--- config.mk ---
export PLATFORM = sky130hd
export DESIGN_NAME = xorshift_bounded_random_top
export DESIGN_NICKNAME = d
export VERILOG_FILES = /design/src/hw/rtl/xbr_pkg.sv /design/src/hw/rtl/xbr_step.sv /design/src/hw/rtl/xbr_cover.sv /design/src/hw/rtl/xorshift_bounded_random_top.sv
export SDC_FILE = /design/constraint.sdc
export NUM_CORES = 1
export LEC_CHECK = 0
export ABC_CLOCK_PERIOD_IN_PS = 7400
export BUFFER_PORTS_ARGS = -buffer_cell sky130_fd_sc_hd__buf_2
export CAP_MARGIN = 20
export CORE_MARGIN = 1.5
export CORE_UTILIZATION = 55
export DETAILED_ROUTE_END_ITERATION = 6
export HOLD_SLACK_MARGIN = 0.03
export PLACE_DENSITY = 0.8
export SETUP_SLACK_MARGIN = 0.4
export SLEW_MARGIN = 15
export SYNTH_ARGS = -nofsm -noshare
export SYNTH_HDL_FRONTEND = slang
export SYNTH_HIERARCHICAL = 1
export SYNTH_SLANG_ARGS = --single-unit
--- constraint.sdc ---
create_clock -name clk -period 7.4 [get_ports clk]
set_input_delay 1.48 -clock clk [delete_from_list [all_inputs] [get_ports clk]]
set_output_delay 1.48 -clock clk [all_outputs]
set_load 0.005 [all_outputs]
--- src/hw/rtl/xbr_pkg.sv ---
// Shared types and codes for the xorshift bounded random block.
package xbr_pkg;

  localparam int unsigned StateW = 128;
  localparam int unsigned WordW  = 64;
  localparam int unsigned ReqW   = 2;
  localparam int unsigned CfgIdxW = 1;

  // Xorshift shift amounts
  localparam int unsigned Sh32A = 11;
  localparam int unsigned Sh32B = 8;
  localparam int unsigned Sh32C = 19;
  localparam int unsigned Sh64A = 23;
  localparam int unsigned Sh64B = 18;
  localparam int unsigned Sh64C = 5;

  // Reset state: seed_low = 1, seed_high = 0
  localparam logic [WordW-1:0] SeedLowRst  = 64'd1;
  localparam logic [WordW-1:0] SeedHighRst = 64'd0;

  typedef enum logic [ReqW-1:0] {
    REQ_RAW   = 2'd0,
    REQ_UPTO  = 2'd1,
    REQ_BELOW = 2'd2,
    REQ_RSVD  = 2'd3
  } req_t;

  typedef enum logic [CfgIdxW-1:0] {
    CFG_SEED_LOW  = 1'b0,
    CFG_SEED_HIGH = 1'b1
  } cfg_idx_t;

  typedef enum logic [1:0] {
    ST_IDLE,
    ST_PREP,
    ST_DRAW,
    ST_CHECK
  } seq_state_t;

endpackage

--- src/hw/rtl/xbr_step.sv ---
// One generator step: xorshift128 (32-bit) or xorshift128+ (64-bit).
module xbr_step (
  input  logic [xbr_pkg::StateW-1:0] state_i,
  input  logic                       wide_i,
  output logic [xbr_pkg::StateW-1:0] state_o,
  output logic [xbr_pkg::WordW-1:0]  draw_o
);
  import xbr_pkg::*;

  logic [31:0] w0, w1, w2, w3, t32, new3;
  logic [WordW-1:0] ha, hb, a2, new_hi, sum;

  always_comb begin
    w0 = state_i[31:0];
    w1 = state_i[63:32];
    w2 = state_i[95:64];
    w3 = state_i[127:96];
    t32  = w0 ^ (w0 << Sh32A);
    new3 = (t32 ^ (t32 >> Sh32B)) ^ (w3 ^ (w3 >> Sh32C));

    ha = state_i[63:0];
    hb = state_i[127:64];
    sum = ha + hb;
    a2 = ha ^ (ha << Sh64A);
    new_hi = a2 ^ hb ^ (a2 >> Sh64B) ^ (hb >> Sh64C);

    if (wide_i) begin
      state_o = {new_hi, hb};
      draw_o  = sum;
    end else begin
      state_o = {new3, w3, w2, w1};
      draw_o  = {32'd0, new3};
    end
  end

endmodule

--- src/hw/rtl/xbr_cover.sv ---
// Smallest all-ones cover of a limit (smear the top set bit down).
module xbr_cover (
  input  logic [xbr_pkg::WordW-1:0] lim_i,
  output logic [xbr_pkg::WordW-1:0] mask_o
);
  import xbr_pkg::*;

  logic [WordW-1:0] v1, v2, v4, v8, v16;

  always_comb begin
    v1  = lim_i | (lim_i >> 1);
    v2  = v1 | (v1 >> 2);
    v4  = v2 | (v2 >> 4);
    v8  = v4 | (v4 >> 8);
    v16 = v8 | (v8 >> 16);
    mask_o = v16 | (v16 >> 32);
  end

endmodule

--- src/hw/rtl/xorshift_bounded_random_top.sv ---
// Top level: xorshift bounded random source with its draw sequencer.
//
//  channel | dir | ports                                     | word
//  in      | in  | in_valid, in_stall, in_req_type/wide/bound | one request
//  out     | out | out_valid, out_stall, out_value           | one drawn value
//  cfg     | in  | cfg_we, cfg_index, cfg_data               | one seed half
//
// Sequence: a raw draw goes IDLE, DRAW, CHECK, then the output register;
//   a bounded draw goes IDLE, PREP, DRAW, CHECK, and back to DRAW for
//   every rejected draw (step, then compare). A zero result (zero
//   inclusive bound, exclusive bound <= 1) goes from IDLE to CHECK. The
//   step unit and the reject compare are used once per draw, in order.
// Reset: sync, active low; state loads seed_low=1 and seed_high=0.
// Stalls: in_stall is high while a request is in work; a finished word
//   waits in CHECK until the output register is free, so out_stall only
//   holds the sequencer, no draw is lost.
module xorshift_bounded_random_top (
  input  logic                         clk,
  input  logic                         rst_n,
  // request channel
  input  logic                         in_valid,
  output logic                         in_stall,
  input  logic [xbr_pkg::ReqW-1:0]     in_req_type,
  input  logic                         in_wide,
  input  logic [xbr_pkg::WordW-1:0]    in_bound,
  // result channel
  output logic                         out_valid,
  input  logic                         out_stall,
  output logic [xbr_pkg::WordW-1:0]    out_value,
  // config write port
  input  logic                         cfg_we,
  input  logic [xbr_pkg::CfgIdxW-1:0]  cfg_index,
  input  logic [xbr_pkg::WordW-1:0]    cfg_data
);
  import xbr_pkg::*;

  seq_state_t        st_r, st_nxt;
  logic [StateW-1:0] gen_r, gen_nxt;     // generator words 3..0
  logic              wide_r, wide_nxt;
  logic [WordW-1:0]  lim_r, lim_nxt;     // accept draws <= lim
  logic [WordW-1:0]  mask_r, mask_nxt;
  logic [WordW-1:0]  draw_r, draw_nxt;   // masked draw awaiting compare
  logic              ovld_r, ovld_nxt;
  logic [WordW-1:0]  oval_r, oval_nxt;

  logic [StateW-1:0] step_state;
  logic [WordW-1:0]  step_draw;
  logic [WordW-1:0]  cover_msk;
  logic [WordW-1:0]  in_lim;
  logic              accept, out_free;

  xbr_step u_step (
    .state_i (gen_r),
    .wide_i  (wide_r),
    .state_o (step_state),
    .draw_o  (step_draw)
  );

  xbr_cover u_cover (
    .lim_i  (lim_r),
    .mask_o (cover_msk)
  );

  assign in_stall  = (st_r != ST_IDLE);
  assign accept    = in_valid && (st_r == ST_IDLE);
  assign out_free  = !ovld_r || !out_stall;
  assign out_valid = ovld_r;
  assign out_value = oval_r;
  // narrow mode uses only the low half of the bound
  assign in_lim = in_wide ? in_bound : {32'd0, in_bound[31:0]};

  always_ff @(posedge clk) begin
    if (!rst_n) begin
      st_r   <= ST_IDLE;
      gen_r  <= {SeedHighRst, SeedLowRst};
      ovld_r <= 1'b0;
    end else begin
      st_r   <= st_nxt;
      gen_r  <= gen_nxt;
      ovld_r <= ovld_nxt;
    end
  end

  always_ff @(posedge clk) begin
    wide_r <= wide_nxt;
    lim_r  <= lim_nxt;
    mask_r <= mask_nxt;
    draw_r <= draw_nxt;
    oval_r <= oval_nxt;
  end

  always_comb begin
    st_nxt   = st_r;
    gen_nxt  = gen_r;
    wide_nxt = wide_r;
    lim_nxt  = lim_r;
    mask_nxt = mask_r;
    draw_nxt = draw_r;
    ovld_nxt = ovld_r && out_stall;
    oval_nxt = oval_r;

    if (cfg_we) begin
      unique case (cfg_index)
        CFG_SEED_LOW:  gen_nxt[63:0]   = cfg_data;
        CFG_SEED_HIGH: gen_nxt[127:64] = cfg_data;
        default:       gen_nxt = gen_r;
      endcase
    end

    unique case (st_r)
      ST_IDLE: begin
        if (accept) begin
          wide_nxt = in_wide;
          unique case (in_req_type)
            REQ_UPTO: begin
              if (in_lim == '0) begin
                lim_nxt  = '0;
                draw_nxt = '0;
                st_nxt   = ST_CHECK;
              end else begin
                lim_nxt = in_lim;
                st_nxt  = ST_PREP;
              end
            end
            REQ_BELOW: begin
              if (in_lim <= WordW'(1)) begin
                lim_nxt  = '0;
                draw_nxt = '0;
                st_nxt   = ST_CHECK;
              end else begin
                lim_nxt = in_lim - WordW'(1);
                st_nxt  = ST_PREP;
              end
            end
            default: begin
              // raw draw (unused code too): never rejected
              lim_nxt  = '1;
              mask_nxt = '1;
              st_nxt   = ST_DRAW;
            end
          endcase
        end
      end
      ST_PREP: begin
        mask_nxt = cover_msk;
        st_nxt   = ST_DRAW;
      end
      ST_DRAW: begin
        gen_nxt  = step_state;
        draw_nxt = step_draw & mask_r;
        st_nxt   = ST_CHECK;
      end
      ST_CHECK: begin
        if (draw_r > lim_r) begin
          st_nxt = ST_DRAW;
        end else if (out_free) begin
          ovld_nxt = 1'b1;
          oval_nxt = draw_r;
          st_nxt   = ST_IDLE;
        end
      end
      default: st_nxt = ST_IDLE;
    endcase
  end

endmodule

==> impl_metrics.csv <==
group,metric,value,unit
die,core-area,0.0502,mm²
yosys,synth_top_cell_area_share,27.6,%
yosys,synth_area_leaders,"edfxtp_1 28%, dfxtp_1 9.4%, xnor2_1 8.4%",
cts,insertion_delay,600,ps
place,post-dp-hpwl,75800,µm
cells_and_area,synthToLayoutAreaGrowth,9.98,%
yosys,synth_flop_cell,"edfxtp_1",
setup_path,crit_type,"in2reg",
setup_path,path_delay_family,"simple AND/OR/NAND/NOR gates",
pwr,p_per_area,279,mW/mm²
global_routing,grt_overflow_total,0,
sta,period_needed,4670,ps
cts,cts-hold-fix-buffers,0,
pwr,clock_power_share,26.2,%
pwr,p_leak,13.0,nW
place,port_buffers,202,
sta,tightest_slew,1160,ps
sta,slew_violations,0,
run_status,violations,"design-rule violations",
drt,drt_iter0_markers,3468,
global_routing,grt.total_usage,38.4,%
setup_path,cp.buffers_inverters,2,
pwr,p_comb_share,37.2,%
place,gp_congestion,1.06,
yosys,yosys.area.top_type,"edfxtp_1",
yosys,yosysWarnings,6,
yosys,synth_most_common_cell,"nand2_1",
pwr,p_switching,3.41,mW
die,start_util,55.8,%
global_routing,grt_max_degree,113,
cells_and_area,nFillCells,4266,
cts,htree_levels,2,
pwr,vdd_drop_max,0.160,mV
yosys,yosysSeqAreaShare,36.9,%
cts,clk_pin_slew,60,ps
cells_and_area,nets,3437,
setup_path,cp.required,7730,ps
yosys,synthesis.area,0.0280,mm²
setup_path,cp_max_fo,38,
sta,rsz0062_at_grt,"no",
die,die_w,229,µm
pwr,internal_power,5.19,mW
cts,cts-root-buf,"clkbuf_16",
sta,relSlewSlack,22.6,%
setup_path,worst_path_max_delay_cell,"a41o_1",
min_path,hp-start,"draw_r[41]",
drt,drc,4,
setup_path,rrSetupSlack,3130,ps
sta,hold_viol_final,0,
pwr,sw_frac_of_total,39.6,%
yosys,async_flop_share,0,%
setup_path,max_stage_delay,800,ps
min_path,hp-class,"reg2reg",
setup_path,reg2regPathDepth,13,
run_status,status,"finished with violations",
drt,antenna_left,0,
die,ios,203,
global_routing,grt_antenna_before_repair,4,
yosys,syn_area_per_cell,9.04,µm²
drt,vias_per_cell,6.63,
cts,cts_sinks,388,
cts,cts_resized,0,
setup_path,end_kind,"flop",
cells_and_area,drive_gt1_share,14.2,%
drt,finalWirelength,103000,µm
global_routing,grt_pass1_wl,152000,µm
flow_run,drv_cap,0,
setup_path,r2r-start,"gen_r[0]",
sta,fin_setup_tns,0,ps
yosys,netlist_instances,3098,
yosys,yosys-top-cells-count,"342 x nand2_1, 269 x xnor2_1, 257 x edfxtp_1",
cts,clk_path_buf_depth,3,
sta,period_share,63.1,%
yosys,synth_edf_count,257,
die,die_h,229,µm
yosys,ys_ff_latch,388,
sta,holdWs,468,ps
min_path,hold_end,"out_value[41]",
setup_path,worstSetupStartpointType,"input pin",
yosys,syn-num-nets,3367,
sta,timing.fmax,0.214,GHz
sta,skew,31.4,ps
die,num_rows,82,
sta,final-setup-viol-count,0,
setup_path,reg2reg_to,"draw_r[58]",
setup_path,path_cells,"buf_2, nor4_1, nor3b_2, and2_4, a41o_1, buf_4, o21ai_0, a311o_1",
die,dieArea,0.0523,mm²
yosys,yosysUniqueCellTypes,103,
pwr,pwr-share-seq,36.6,%
drt,vias,25700,
setup_path,cp.arrival,5000,ps
cts,cts_buffers,44,
min_path,holdPathStages,0,
cts,cts_setup_buffers,0,
drt,post_drt_wl_per_cell,26.6,µm
global_routing,first_global_vias,24100,
drt,first_pass_iters,7,
cts,cts_tree,"yes",
## routing by layer
metal	track usage [%]	share of wire [%]
met1	53.1	40
met2	57.5	43
met3	7.80	11
met4	18.6	5.2
met5	0	0.0087
## layout by cell type (no fill, tap or decap), types with 45 or more instances in the layout
master | Yosys | layout
nand2_1 | 342 | 341
xnor2_1 | 269 | 269
edfxtp_1 | 257 | 257
nand3_1 | 244 | 244
buf_2 | 31 | 201
a21oi_1 | 194 | 194
nor2_1 | 169 | 167
o211a_1 | 137 | 137
ha_1 | 131 | 131
dfxtp_1 | 131 | 131
inv_1 | 109 | 109
o21ai_0 | 97 | 96
nand2b_1 | 81 | 80
xor2_1 | 74 | 74
and3_1 | 71 | 71
mux2_2 | 70 | 70
a21o_1 | 61 | 61
nand4_1 | 52 | 52
clkbuf_16 | 0 | 45
## worst max path at each step
stage / endpoint / slack (ps) / from / depth (start not counted)
2_1_floorplan: out_value[0] / 430 / out_stall / 2
3_3_place_gp: lim_r[40] / 2310 / in_bound[23] / 8
3_5_place_dp: lim_r[40] / 2230 / in_bound[23] / 8
4_1_cts: lim_r[40] / 2840 / in_bound[23] / 8
5_1_grt: lim_r[40] / 2520 / in_bound[19] / 8
6_report: lim_r[40] / 2730 / in_bound[19] / 8
## power groups by stage
stage | combinational (mW) | clock [mW] | sequential, mW
floorplan | 2.27 | 0 | 2.87
global placement | 3.01 | 0 | 3.15
detailed placement | 3.07 | 0 | 3.15
CTS | 3.09 | 2.26 | 3.11
global route | 3.40 | 2.34 | 3.14
finish | 3.20 | 2.26 | 3.15
## sequential cells by signal, indices dropped and copies added (netlist names)
signal and flops:
st_r 2, mask_r 64, wide_r 1, gen_r 128, lim_r 64, out_value 64
out_valid 1, draw_r 64
## cells by family (layout without fill, tap and decap cells)
kind of cell | after synthesis | in the layout | synth area share (%)
buffers and inverters | 323 | 428 | 4.75
muxes | 75 | 75 | 2.99
other | 0 | 2 | 0
adders and majority gates | 132 | 132 | 5.93
DFF | 388 | 388 | 36.9
and+or+nand+nor | 1159 | 1159 | 21.0
xor gates and xnor gates | 343 | 343 | 10.7
AOI/OAI and AO/OA | 678 | 678 | 17.7
## final cells by class
| class | instances | area, µm² | area share (%) |
|---|---|---|---|
| antenna | 2 | 5.00 | 0.0163 |
| clock buffer | 58 | 1210 | 3.95 |
| clock inverter | 23 | 233 | 0.756 |
| inverter | 109 | 409 | 1.33 |
| multi-input combinational | 2387 | 16400 | 53.4 |
| sequential | 388 | 10300 | 33.6 |
| tap | 672 | 841 | 2.73 |
| timing repair buffer | 238 | 1320 | 4.28 |
## through the flow
stage	setup WS (ps)	utilization (%)	instances	instance area (µm²)	total power [mW]
6_report	2730	61.4	3877	30800	8.60
4_1_cts	2840	61.3	3874	30800	8.46
2_1_floorplan	432	-	3098	28000	5.15
3_3_place_gp	2310	58.4	3793	29300	6.16
5_1_grt	2520	61.4	3877	30800	8.88
3_5_place_dp	2230	58.4	3793	29300	6.22
No activity file was read; power rests on OpenSTA's default activity.
